[src/hw/rtl/iyu_pkg.sv]
// ----------------------------------------------------------------------------
// iyu_pkg
// Shared types, packet positions, register map and the CORDIC arctangent
// table for the yaw unwrap block.
// ----------------------------------------------------------------------------
`default_nettype none

package iyu_pkg;

	// one captured quaternion, handed from the packet parser to the yaw unit
	typedef struct packed {
		logic signed [15:0] qx;
		logic signed [15:0] qy;
		logic signed [15:0] qz;
		logic signed [15:0] qw;
	} iyu_job_t;

	typedef enum logic [2:0] {
		B_IDLE,
		B_MUL,
		B_SUM,
		B_ROT,
		B_FIN,
		B_OUT
	} iyu_back_state_t;

	localparam int unsigned ATAN_ENTRIES   = 24;
	localparam logic [14:0] POS_LEN_LO     = 15'd0;
	localparam logic [14:0] POS_LEN_HI     = 15'd1;
	localparam logic [14:0] POS_REPORT     = 15'd9;
	localparam logic [14:0] POS_QUAT_FIRST = 15'd13;
	localparam logic [14:0] POS_QUAT_LAST  = 15'd20;
	localparam logic [14:0] POS_MAX        = 15'h7FFF;

	// register indexes (byte address bits [3:2])
	localparam logic [1:0] REG_REPORT_ID = 2'd0;
	localparam logic [1:0] REG_TRACK_EN  = 2'd1;
	localparam logic [1:0] REG_THRESHOLD = 2'd2;

	localparam logic [7:0]  RESET_REPORT_ID = 8'd40;
	localparam logic [14:0] RESET_THRESHOLD = 15'd31291;

	// atan(2^-i) in 32-bit binary angle units
	function automatic logic [31:0] atan_entry(input logic [4:0] i);
		logic [31:0] r;
		case (i)
			5'd0:  r = 32'h20000000;
			5'd1:  r = 32'h12E4051E;
			5'd2:  r = 32'h09FB385B;
			5'd3:  r = 32'h051111D4;
			5'd4:  r = 32'h028B0D43;
			5'd5:  r = 32'h0145D7E1;
			5'd6:  r = 32'h00A2F61E;
			5'd7:  r = 32'h00517C55;
			5'd8:  r = 32'h0028BE53;
			5'd9:  r = 32'h00145F2F;
			5'd10: r = 32'h000A2F98;
			5'd11: r = 32'h000517CC;
			5'd12: r = 32'h00028BE6;
			5'd13: r = 32'h000145F3;
			5'd14: r = 32'h0000A2FA;
			5'd15: r = 32'h0000517D;
			5'd16: r = 32'h000028BE;
			5'd17: r = 32'h0000145F;
			5'd18: r = 32'h00000A30;
			5'd19: r = 32'h00000518;
			5'd20: r = 32'h0000028C;
			5'd21: r = 32'h00000146;
			5'd22: r = 32'h000000A3;
			5'd23: r = 32'h00000051;
			default: r = 32'h00000000;
		endcase
		return r;
	endfunction

endpackage

`default_nettype wire

[src/hw/rtl/iyu_if.sv]
// ----------------------------------------------------------------------------
// iyu channel interfaces
// Valid/ready channels for received bytes and for yaw results.
// ----------------------------------------------------------------------------
`default_nettype none

interface iyu_in_if;
	logic       valid;
	logic       ready;
	logic [7:0] rx_byte;
	logic       frame_start;
	modport source (output valid, rx_byte, frame_start, input ready);
	modport sink   (input valid, rx_byte, frame_start, output ready);
endinterface

interface iyu_out_if;
	logic               valid;
	logic               ready;
	logic signed [15:0] raw_yaw;
	logic signed [31:0] total_yaw;
	logic               wrapped;
	modport source (output valid, raw_yaw, total_yaw, wrapped, input ready);
	modport sink   (input valid, raw_yaw, total_yaw, wrapped, output ready);
endinterface

`default_nettype wire

[src/hw/rtl/iyu_front.sv]
// ----------------------------------------------------------------------------
// iyu_front
// Packet parser: tracks byte position, captures length, report id and
// quaternion words, and pushes a job when a matching packet ends.
// ----------------------------------------------------------------------------
`default_nettype none

module iyu_front (
	input  wire logic            clk,
	input  wire logic            arst_n,
	input  wire logic            in_valid,
	output logic                 in_ready,
	input  wire logic [7:0]      rx_byte,
	input  wire logic            frame_start,
	input  wire logic [7:0]      report_id,
	input  wire logic            q_full,
	output logic                 q_push,
	output iyu_pkg::iyu_job_t    q_job
);
	import iyu_pkg::*;

	logic [14:0] byte_index_q;
	logic [14:0] len_q;
	logic [7:0]  report_q;
	logic [15:0] words_q [4];
	logic [15:0] words_d [4];
	logic [14:0] pos;
	logic [14:0] off;
	logic        accept;
	logic        done;

	assign in_ready = !q_full;
	assign accept   = in_valid && in_ready;
	assign pos      = frame_start ? 15'd0 : byte_index_q;
	assign off      = pos - POS_QUAT_FIRST;

	// merge this byte into the word it belongs to
	always_comb begin
		for (int k = 0; k < 4; k++) begin
			words_d[k] = words_q[k];
		end
		if (pos >= POS_QUAT_FIRST && pos <= POS_QUAT_LAST) begin
			if (off[0]) begin
				words_d[off[2:1]][15:8] = rx_byte;
			end else begin
				words_d[off[2:1]][7:0] = rx_byte;
			end
		end
	end

	assign done = (pos >= POS_QUAT_LAST) &&
		({1'b0, pos} + 16'd1 == {1'b0, len_q}) && (report_q == report_id);

	assign q_push   = accept && done;
	assign q_job.qx = words_d[0];
	assign q_job.qy = words_d[1];
	assign q_job.qz = words_d[2];
	assign q_job.qw = words_d[3];

	always_ff @(posedge clk or negedge arst_n) begin
		if (!arst_n) begin
			byte_index_q <= '0;
			len_q        <= '0;
			report_q     <= '0;
		end else if (accept) begin
			byte_index_q <= (pos == POS_MAX) ? pos : pos + 15'd1;
			if (pos == POS_LEN_LO) begin
				len_q <= {7'd0, rx_byte};
			end else if (pos == POS_LEN_HI) begin
				len_q <= {rx_byte[6:0], len_q[7:0]};
			end
			if (pos == POS_REPORT) begin
				report_q <= rx_byte;
			end
		end
	end

	always_ff @(posedge clk) begin
		if (accept) begin
			for (int k = 0; k < 4; k++) begin
				words_q[k] <= words_d[k];
			end
		end
	end

endmodule

`default_nettype wire

[src/hw/rtl/iyu_queue.sv]
// ----------------------------------------------------------------------------
// iyu_queue
// Two-entry job queue between the parser and the yaw unit.
// ----------------------------------------------------------------------------
`default_nettype none

module iyu_queue (
	input  wire logic               clk,
	input  wire logic               arst_n,
	input  wire logic               push,
	input  wire iyu_pkg::iyu_job_t  push_job,
	output logic                    full,
	input  wire logic               pop,
	output logic                    not_empty,
	output iyu_pkg::iyu_job_t       pop_job
);
	import iyu_pkg::*;

	iyu_job_t   ent_q [2];
	logic       wr_q;
	logic       rd_q;
	logic [1:0] cnt_q;

	assign full      = (cnt_q == 2'd2);
	assign not_empty = (cnt_q != 2'd0);
	assign pop_job   = ent_q[rd_q];

	always_ff @(posedge clk) begin
		if (push) begin
			ent_q[wr_q] <= push_job;
		end
	end

	always_ff @(posedge clk or negedge arst_n) begin
		if (!arst_n) begin
			wr_q  <= 1'b0;
			rd_q  <= 1'b0;
			cnt_q <= 2'd0;
		end else begin
			if (push) wr_q <= !wr_q;
			if (pop) rd_q <= !rd_q;
			cnt_q <= cnt_q + {1'b0, push} - {1'b0, pop};
		end
	end

	a_no_overflow: assert property (@(posedge clk) disable iff (!arst_n)
		!(push && full && !pop)) else $error("queue push while full");
	a_no_underflow: assert property (@(posedge clk) disable iff (!arst_n)
		!(pop && !not_empty)) else $error("queue pop while empty");
	a_count_range: assert property (@(posedge clk) disable iff (!arst_n)
		cnt_q != 2'd3) else $error("queue count out of range");

endmodule

`default_nettype wire

[src/hw/rtl/iyu_back.sv]
// ----------------------------------------------------------------------------
// iyu_back
// Yaw unit: forms numerator and denominator with one shared multiplier,
// runs an iterative vectoring CORDIC, unwraps and holds the result.
// ----------------------------------------------------------------------------
`default_nettype none

module iyu_back #(
	parameter int CORDIC_STEPS   = 16,
	parameter int QUAT_FRAC_BITS = 14
) (
	input  wire logic               clk,
	input  wire logic               arst_n,
	input  wire logic               job_valid,
	input  wire iyu_pkg::iyu_job_t  job,
	output logic                    job_pop,
	input  wire logic               track_en,
	input  wire logic [14:0]        threshold,
	output logic                    out_valid,
	input  wire logic               out_ready,
	output logic signed [15:0]      raw_yaw,
	output logic signed [31:0]      total_yaw,
	output logic                    wrapped
);
	import iyu_pkg::*;

	localparam int IW = $clog2(CORDIC_STEPS);
	localparam int AW = 34;
	localparam int XW = 38;
	localparam logic signed [XW-1:0] ONE = XW'(64'sd1 <<< (2 * QUAT_FRAC_BITS));
	localparam logic [IW-1:0] LAST_IT = IW'(CORDIC_STEPS - 1);

	iyu_back_state_t st_q, st_d;

	iyu_job_t              job_q;
	logic [2:0]            cnt_q;
	logic signed [31:0]    prod_q;
	logic signed [AW-1:0]  accn_q, accd_q;
	logic signed [XW-1:0]  x_q, y_q;
	logic [31:0]           ang_q;
	logic [IW-1:0]         it_q;
	logic                  zero_q;
	logic signed [15:0]    prev_q, raw_q;
	logic signed [31:0]    total_q;
	logic                  wrapped_q;

	logic signed [15:0]    ma, mb;
	logic signed [XW-1:0]  num, den, dx, dy;
	logic [31:0]           atan_v, ang_rnd;
	logic signed [15:0]    raw_v;
	logic signed [17:0]    step, step_abs, step_adj;
	logic                  wrap_v;
	logic signed [33:0]    tsum;
	logic signed [31:0]    tsat;

	// next state
	always_comb begin
		st_d = st_q;
		unique case (st_q)
			B_IDLE: if (job_valid) st_d = B_MUL;
			B_MUL:  if (cnt_q == 3'd4) st_d = B_SUM;
			B_SUM:  st_d = B_ROT;
			B_ROT:  if (it_q == LAST_IT) st_d = B_FIN;
			B_FIN:  st_d = B_OUT;
			B_OUT:  if (out_ready) st_d = B_IDLE;
			default: st_d = B_IDLE;
		endcase
	end

	// outputs of the state machine
	always_comb begin
		job_pop   = (st_q == B_IDLE) && job_valid;
		out_valid = (st_q == B_OUT);
	end

	// one multiplier: w*z, x*y, y*y, z*z
	always_comb begin
		case (cnt_q[1:0])
			2'd0: begin ma = job_q.qw; mb = job_q.qz; end
			2'd1: begin ma = job_q.qx; mb = job_q.qy; end
			2'd2: begin ma = job_q.qy; mb = job_q.qy; end
			default: begin ma = job_q.qz; mb = job_q.qz; end
		endcase
	end

	assign num    = XW'(accn_q) <<< 1;
	assign den    = ONE - (XW'(accd_q) <<< 1);
	assign dx     = y_q >>> it_q;
	assign dy     = x_q >>> it_q;
	assign atan_v = atan_entry(5'(it_q));

	// round to 16 bits and unwrap against the previous yaw
	always_comb begin
		ang_rnd  = ang_q + 32'h00008000;
		raw_v    = zero_q ? 16'sd0 : $signed(ang_rnd[31:16]);
		step     = 18'(raw_v) - 18'(prev_q);
		step_abs = step[17] ? -step : step;
		wrap_v   = track_en && (step_abs >= $signed({3'd0, threshold}));
		step_adj = !track_en ? 18'sd0 :
			!wrap_v ? step :
			raw_v[15] ? step + 18'sd65536 : step - 18'sd65536;
		tsum     = 34'(total_q) + 34'(step_adj);
		if (tsum > 34'sh7FFFFFFF) begin
			tsat = 32'sh7FFFFFFF;
		end else if (tsum < -34'sh80000000) begin
			tsat = -32'sh80000000;
		end else begin
			tsat = tsum[31:0];
		end
	end

	always_ff @(posedge clk) begin
		case (st_q)
			B_IDLE: begin
				job_q  <= job;
				accn_q <= '0;
				accd_q <= '0;
			end
			B_MUL: begin
				prod_q <= ma * mb;
				if (cnt_q != 3'd0) begin
					if (cnt_q <= 3'd2) begin
						accn_q <= accn_q + AW'(prod_q);
					end else begin
						accd_q <= accd_q + AW'(prod_q);
					end
				end
			end
			B_SUM: begin
				zero_q <= (num == '0) && (den == '0);
				if (den < 0) begin
					x_q   <= -den;
					y_q   <= -num;
					ang_q <= 32'h80000000;
				end else begin
					x_q   <= den;
					y_q   <= num;
					ang_q <= 32'h0;
				end
			end
			B_ROT: begin
				if (!y_q[XW-1]) begin
					x_q   <= x_q + dx;
					y_q   <= y_q - dy;
					ang_q <= ang_q + atan_v;
				end else begin
					x_q   <= x_q - dx;
					y_q   <= y_q + dy;
					ang_q <= ang_q - atan_v;
				end
			end
			B_FIN: begin
				raw_q     <= raw_v;
				wrapped_q <= wrap_v;
			end
			default: ;
		endcase
	end

	always_ff @(posedge clk or negedge arst_n) begin
		if (!arst_n) begin
			st_q    <= B_IDLE;
			cnt_q   <= '0;
			it_q    <= '0;
			prev_q  <= '0;
			total_q <= '0;
		end else begin
			st_q <= st_d;
			if (st_q == B_IDLE) cnt_q <= '0;
			else if (st_q == B_MUL) cnt_q <= cnt_q + 3'd1;
			if (st_q == B_SUM) it_q <= '0;
			else if (st_q == B_ROT) it_q <= it_q + 1'b1;
			if (st_q == B_FIN) begin
				prev_q  <= raw_v;
				total_q <= tsat;
			end
		end
	end

	assign raw_yaw   = raw_q;
	assign total_yaw = total_q;
	assign wrapped   = wrapped_q;

	a_valid_in_out: assert property (@(posedge clk) disable iff (!arst_n)
		out_valid |-> st_q == B_OUT) else $error("result shown outside output state");
	a_rot_bound: assert property (@(posedge clk) disable iff (!arst_n)
		st_q == B_ROT |-> it_q <= LAST_IT) else $error("CORDIC ran past last step");
	a_taken_idle: assert property (@(posedge clk) disable iff (!arst_n)
		(st_q == B_OUT && out_ready) |=> st_q == B_IDLE) else $error("no return to idle");
	a_pop_starts: assert property (@(posedge clk) disable iff (!arst_n)
		job_pop |=> st_q == B_MUL) else $error("job popped but not started");

endmodule

`default_nettype wire

[src/hw/rtl/imu_packet_yaw_unwrap_top.sv]
// ----------------------------------------------------------------------------
// imu_packet_yaw_unwrap_top
// Sensor-hub packet parser with quaternion-to-yaw CORDIC and yaw unwrapping.
// ----------------------------------------------------------------------------
// Throughput: one received byte per cycle while the job queue has room.
// Flow: a matching packet's last byte pushes a job, which the yaw unit pops,
//   multiplies and accumulates, sets up, runs CORDIC_STEPS rotations in the
//   shared rotator, finishes and outputs; the rotator sets the pace.
// Reset: arst_n clears parser position, length, report id, previous yaw,
//   total yaw and the registers to their defaults; quaternion words are unreset.
`default_nettype none

module imu_packet_yaw_unwrap_top #(
	parameter int CORDIC_STEPS   = 16,
	parameter int QUAT_FRAC_BITS = 14
) (
	input  wire logic        clk,
	input  wire logic        arst_n,
	iyu_in_if.sink           in_ch,
	iyu_out_if.source        out_ch,
	input  wire logic        psel,
	input  wire logic        penable,
	input  wire logic        pwrite,
	input  wire logic [3:0]  paddr,
	input  wire logic [31:0] pwdata,
	output logic [31:0]      prdata,
	output logic             pready
);
	import iyu_pkg::*;

	logic [7:0]  report_id_q;
	logic        track_en_q;
	logic [14:0] threshold_q;
	logic        cfg_wr;

	logic     q_push, q_full, q_pop, q_not_empty;
	iyu_job_t push_job, pop_job;

	// configuration: write on the access cycle, pready tied high
	assign pready = 1'b1;
	assign cfg_wr = psel && penable && pwrite;

	always_ff @(posedge clk or negedge arst_n) begin
		if (!arst_n) begin
			report_id_q <= RESET_REPORT_ID;
			track_en_q  <= 1'b0;
			threshold_q <= RESET_THRESHOLD;
		end else if (cfg_wr) begin
			case (paddr[3:2])
				REG_REPORT_ID: report_id_q <= pwdata[7:0];
				REG_TRACK_EN:  track_en_q  <= pwdata[0];
				REG_THRESHOLD: threshold_q <= pwdata[14:0];
				default: ;
			endcase
		end
	end

	always_comb begin
		case (paddr[3:2])
			REG_REPORT_ID: prdata = {24'd0, report_id_q};
			REG_TRACK_EN:  prdata = {31'd0, track_en_q};
			REG_THRESHOLD: prdata = {17'd0, threshold_q};
			default:       prdata = 32'd0;
		endcase
	end

	// front: parse bytes, push a job per matching packet end
	iyu_front u_front (
		.clk         (clk),
		.arst_n      (arst_n),
		.in_valid    (in_ch.valid),
		.in_ready    (in_ch.ready),
		.rx_byte     (in_ch.rx_byte),
		.frame_start (in_ch.frame_start),
		.report_id   (report_id_q),
		.q_full      (q_full),
		.q_push      (q_push),
		.q_job       (push_job)
	);

	// queue: lets the parser keep taking bytes while the yaw unit works
	iyu_queue u_queue (
		.clk       (clk),
		.arst_n    (arst_n),
		.push      (q_push),
		.push_job  (push_job),
		.full      (q_full),
		.pop       (q_pop),
		.not_empty (q_not_empty),
		.pop_job   (pop_job)
	);

	// back: yaw, unwrap and hold the result until transfer
	iyu_back #(
		.CORDIC_STEPS   (CORDIC_STEPS),
		.QUAT_FRAC_BITS (QUAT_FRAC_BITS)
	) u_back (
		.clk       (clk),
		.arst_n    (arst_n),
		.job_valid (q_not_empty),
		.job       (pop_job),
		.job_pop   (q_pop),
		.track_en  (track_en_q),
		.threshold (threshold_q),
		.out_valid (out_ch.valid),
		.out_ready (out_ch.ready),
		.raw_yaw   (out_ch.raw_yaw),
		.total_yaw (out_ch.total_yaw),
		.wrapped   (out_ch.wrapped)
	);

endmodule

`default_nettype wire
[src/flat_wrapper.sv]
// flat-port wrapper written by rule: the top's interface ports become plain ports
module imu_packet_yaw_unwrap_top_flat import iyu_pkg::*;
#(
	parameter int CORDIC_STEPS   = 16,
	parameter int QUAT_FRAC_BITS = 14
)
  (clk, arst_n, psel, penable, pwrite, paddr, pwdata, prdata, pready, in_ch_valid, in_ch_rx_byte, in_ch_frame_start, in_ch_ready, out_ch_valid, out_ch_raw_yaw, out_ch_total_yaw, out_ch_wrapped, out_ch_ready);
  iyu_in_if in_ch_i ();
  iyu_out_if out_ch_i ();
  input  wire logic clk;
  input  wire logic arst_n;
  input  wire logic psel;
  input  wire logic penable;
  input  wire logic pwrite;
  input  wire logic [3:0] paddr;
  input  wire logic [31:0] pwdata;
  output logic [31:0] prdata;
  output logic pready;
  input wire logic [$bits(in_ch_i.valid)-1:0] in_ch_valid;
  input wire logic [$bits(in_ch_i.rx_byte)-1:0] in_ch_rx_byte;
  input wire logic [$bits(in_ch_i.frame_start)-1:0] in_ch_frame_start;
  output wire logic [$bits(in_ch_i.ready)-1:0] in_ch_ready;
  output wire logic [$bits(out_ch_i.valid)-1:0] out_ch_valid;
  output wire logic [$bits(out_ch_i.raw_yaw)-1:0] out_ch_raw_yaw;
  output wire logic [$bits(out_ch_i.total_yaw)-1:0] out_ch_total_yaw;
  output wire logic [$bits(out_ch_i.wrapped)-1:0] out_ch_wrapped;
  input wire logic [$bits(out_ch_i.ready)-1:0] out_ch_ready;
  assign in_ch_i.valid = in_ch_valid;
  assign in_ch_i.rx_byte = in_ch_rx_byte;
  assign in_ch_i.frame_start = in_ch_frame_start;
  assign in_ch_ready = in_ch_i.ready;
  assign out_ch_valid = out_ch_i.valid;
  assign out_ch_raw_yaw = out_ch_i.raw_yaw;
  assign out_ch_total_yaw = out_ch_i.total_yaw;
  assign out_ch_wrapped = out_ch_i.wrapped;
  assign out_ch_i.ready = out_ch_ready;
  imu_packet_yaw_unwrap_top #(.CORDIC_STEPS(CORDIC_STEPS), .QUAT_FRAC_BITS(QUAT_FRAC_BITS)) u_core (.clk(clk), .arst_n(arst_n), .in_ch(in_ch_i), .out_ch(out_ch_i), .psel(psel), .penable(penable), .pwrite(pwrite), .paddr(paddr), .pwdata(pwdata), .prdata(prdata), .pready(pready));
endmodule
[config.mk]
export PLATFORM = sky130hd
export DESIGN_NAME = imu_packet_yaw_unwrap_top_flat
export DESIGN_NICKNAME = d
export VERILOG_FILES = /design/src/hw/rtl/iyu_pkg.sv /design/src/hw/rtl/iyu_if.sv /design/src/hw/rtl/iyu_front.sv /design/src/hw/rtl/iyu_queue.sv /design/src/hw/rtl/iyu_back.sv /design/src/hw/rtl/imu_packet_yaw_unwrap_top.sv /design/src/flat_wrapper.sv
export SDC_FILE = /design/constraint.sdc
export NUM_CORES = 2
export LEC_CHECK = 0
export BUFFER_PORTS_ARGS = -buffer_cell sky130_fd_sc_hd__buf_2
export CORE_MARGIN = 1.5
export CORE_UTILIZATION = 43
export DETAILED_ROUTE_END_ITERATION = 8
export PLACE_DENSITY = 0.56
export SLEW_MARGIN = 25
export SYNTH_ARGS = -nofsm -noshare
export SYNTH_HDL_FRONTEND = slang
export SYNTH_SLANG_ARGS = --single-unit
[constraint.sdc]
create_clock -name clk -period 20.5 [get_ports clk]
set_input_delay 1.025 -clock clk [delete_from_list [all_inputs] [get_ports clk]]
set_output_delay 1.025 -clock clk [all_outputs]
set_load 0.02 [all_outputs]
==> results.tsv <==
stage	metric	value	unit
setup_path	crit path DAT	10.92	ns
floorplan	row count	130	
floorplan	Die Width	360	microns
floorplan	initial core utilization	0.435	
floorplan	CORE AREA	126000	sq um
run_status	status	finished clean	
drt	DR iter-0 viols	3082	
setup_path	critical path launch point type	register	
yosys	Area contributors post-synth	edfxtp_1 26%, fa_1 9.8%, ha_1 7.7%	
setup_path	Most Frequent Cell on Critical Path	a21oi_1	
sta	fmax	96.2	MHz
floorplan	io pins	136	
setup_path	Crit. End Element	register	
yosys	area share of the largest cell type after synthesis	0.263	
cts	cts bufs inserted	74	
place	RD Place Congestion	0.921	
sta	final hold vios	0	
cts	CTS tree	yes	
setup_path	Critical-path top delay cell	edfxtp_1	
global_route	initial antenna violation count	3	
yosys	Synth Register Bits	606	
sta	min Tclk post-route	10.40	ns
cts	clk root buf	clkbuf_16	
yosys	area leader, netlist	edfxtp_1	
drt	DRC	0	
cts	Clock Latency Late Sink	0.68	ns
sta	hold slack	0.289	ns
cts	CTS sink cnt	606	
sta	Slew Limit Fails	0	
yosys	Netlist cell types	102	
place	Post-Place Cells	7236	
setup_path	Max Fanout on Critical Path	24	
drt	TritonRoute pass-1 iters	6	
final_layout	most frequent cells in the layout	571 x nand2_1, 498 x nor2_1, 482 x edfxtp_1, 381 x inv_1, 364 x a21oi_1	
setup_path	critical path required time	21.02	ns
floorplan	Die ar.	130000	sq um
sta	Fin Clk Skew	0.0367	ns
setup_path	Crit Path Category	register to register	
final_layout	# fillers	11900	
sta	Final period util	0.507	
floorplan	Die H	360	microns
yosys	Top FF cell, synth	edfxtp_1	
final_layout	commonest non-fill, non-tap cell in the layout	nand2_1	
drt	Via density	5.69	
global_route	Tot GR Track Use	0.222	
cts	clock-pin slew on the worst setup and hold paths	0.06	ns
drt	WL final	146000	microns
final_layout	Layout Cells excl Fill	7374	
cts	hold_buf cts	0	
yosys	synthesized instance count	5680	
sta	Slew @ Worst Pin	1.12	ns
min_path	worst hold path class	input port to async pin	
cts	clock buffer depth	3	
place	HPWL after DPL	109000	microns
global_route	GR Overflow Total	0	
final_layout	Area growth syn-to-layout	8.12	%
drt	Post-DRT Antenna Nets	0	
global_route	vias in the first global route	41300	
sta	Slew headroom	0.248	
global_route	first-pass GRT wire length	231000	microns
drt	Vias	42000	
yosys	post-synthesis sequential area ratio	0.320	
sta	setup violators final	0	
final_layout	post-route cell area	59400	sq um
yosys	Yosys warning total	0	
place	placed cell area	56900	sq um
cts	Max H-tree Level	3	
yosys	async set or reset register ratio after synthesis	0.205	
sta	RSZ-0062 raised after global routing	no	
place	IO buf count	98	
sta	TNS Setup	0	ns
final_layout	final net count	6322	
yosys	mean area per synthesized cell	9.67	sq um
cts	CTS resizes	0	
yosys	EDFF count, synth	482	
drt	Routed WL per cell	19.8	microns
global_route	largest net degree at the start of global routing	82	
cts	Setup Fix Bufs, Post-CTS	0	
final_layout	layout cells sized above 1	0.109	
flow_run	Max-Cap Viols	0	
yosys	Syn Std Cell Area	55000	sq um
setup_path	CP max stage delay	0.84	ns
-- per-stage QoR --
step | util | setup slack (ns)
2_1_floorplan | - | 12.50
3_3_place_gp | 0.450 | 10.47
3_5_place_dp | 0.450 | 10.34
4_1_cts | 0.471 | 10.32
5_1_grt | 0.471 | 9.48
6_report | 0.471 | 10.10
-- final timing paths --
kind                       slack (ns)  cells past startpoint                           to                      from
max                             10.10                     34  u_core.u_back.total_yaw[28]      u_core.u_back.zero_q
min                              0.29                      1   u_core.u_back.total_yaw[9]                    arst_n
max reg2reg                     10.10                     34  u_core.u_back.total_yaw[28]      u_core.u_back.zero_q
min reg2reg                      0.49                      2     u_core.u_back.prev_q[13]  u_core.u_back.prev_q[13]
max in group asynchronous       19.08                      2          u_core.u_queue.rd_q                    arst_n
min in group clk                 0.49                      2     u_core.u_back.prev_q[13]  u_core.u_back.prev_q[13]
-- synthesized netlist by cell type, types with 55 or more instances --
cell and number:
clkbuf_1 182, nand2b_1 65, ha_1 339, nand2_1 573, fa_1 269, and3_1 55, a21o_1 113, and2_1 58
xor2_1 172, mux2i_1 102, a31oi_1 61, dfrtp_1 112, o21ai_0 285, inv_1 385, nor3_1 118, a21oi_1 366
edfxtp_1 482, nand3_1 118, mux2_2 228, nor2_1 504, xnor2_1 260
-- layer usage --
| layer | track usage | wire [microns] | vias to the layer above |
|---|---|---|---|
| met5 | 0 | 0 | - |
| met4 | 0.0586 | 3580 | 0 |
| li1 | - | - | 20300 |
| met3 | 0.0256 | 6200 | 184 |
| met1 | 0.313 | 68300 | 20600 |
| met2 | 0.363 | 67900 | 906 |
-- critical path, delay by kind of cell (launching register included) --
family                   cells  cell delay, ns
AO/OA/AOI/OAI               16            4.31
XOR/XNOR                     2            0.43
adder cells (fa/ha/maj)      4            1.27
buffers and inverters        1            0.06
flip-flops                   1            0.84
AND/OR/NAND/NOR             11            3.36
-- layout make-up --
cell class	instances	area, sq um	area share
Antenna cell	1	2.50	0.0000421
Clock buffer	97	2020	0.0340
Clock inverter	40	527	0.00887
Inverter	388	1460	0.0246
Multi-Input combinational cell	4437	34800	0.586
Sequential cell	606	17600	0.296
Tap cell	1650	2060	0.0347
Timing Repair Buffer	155	928	0.0156
-- registers in the layout, summed over array words and instances (netlist names), 16 cells and up --
name and flops:
u_core.u_back.prev_q 16, u_core.u_back.total_yaw 32, u_core.u_back.prod_q 32, u_core.u_queue.ent_q 128, u_core.u_back.y_q 38, u_core.u_back.ang_q 32, u_core.u_front.words_q 64, u_core.u_back.x_q 38
u_core.u_back.raw_yaw 16, u_core.u_back.job_q 64, u_core.u_back.accn_q 34, u_core.u_back.accd_q 34
-- cell families (layout without fill, tap and decap cells) --
group | Yosys count | after routing | share of synthesized area
adder cells (fa/ha/maj) | 612 | 612 | 0.176
other | 2 | 19 | 0.000137
multiplexers | 402 | 402 | 0.0966
XOR/XNOR | 433 | 433 | 0.0693
flip-flops | 606 | 606 | 0.320
AO/OA/AOI/OAI | 1209 | 1209 | 0.139
buffers and inverters | 653 | 680 | 0.0494
AND/OR/NAND/NOR | 1763 | 1763 | 0.150
Power is not shown: default switching activity piles up to over one toggle a cycle in this logic, so the estimate is an artifact.
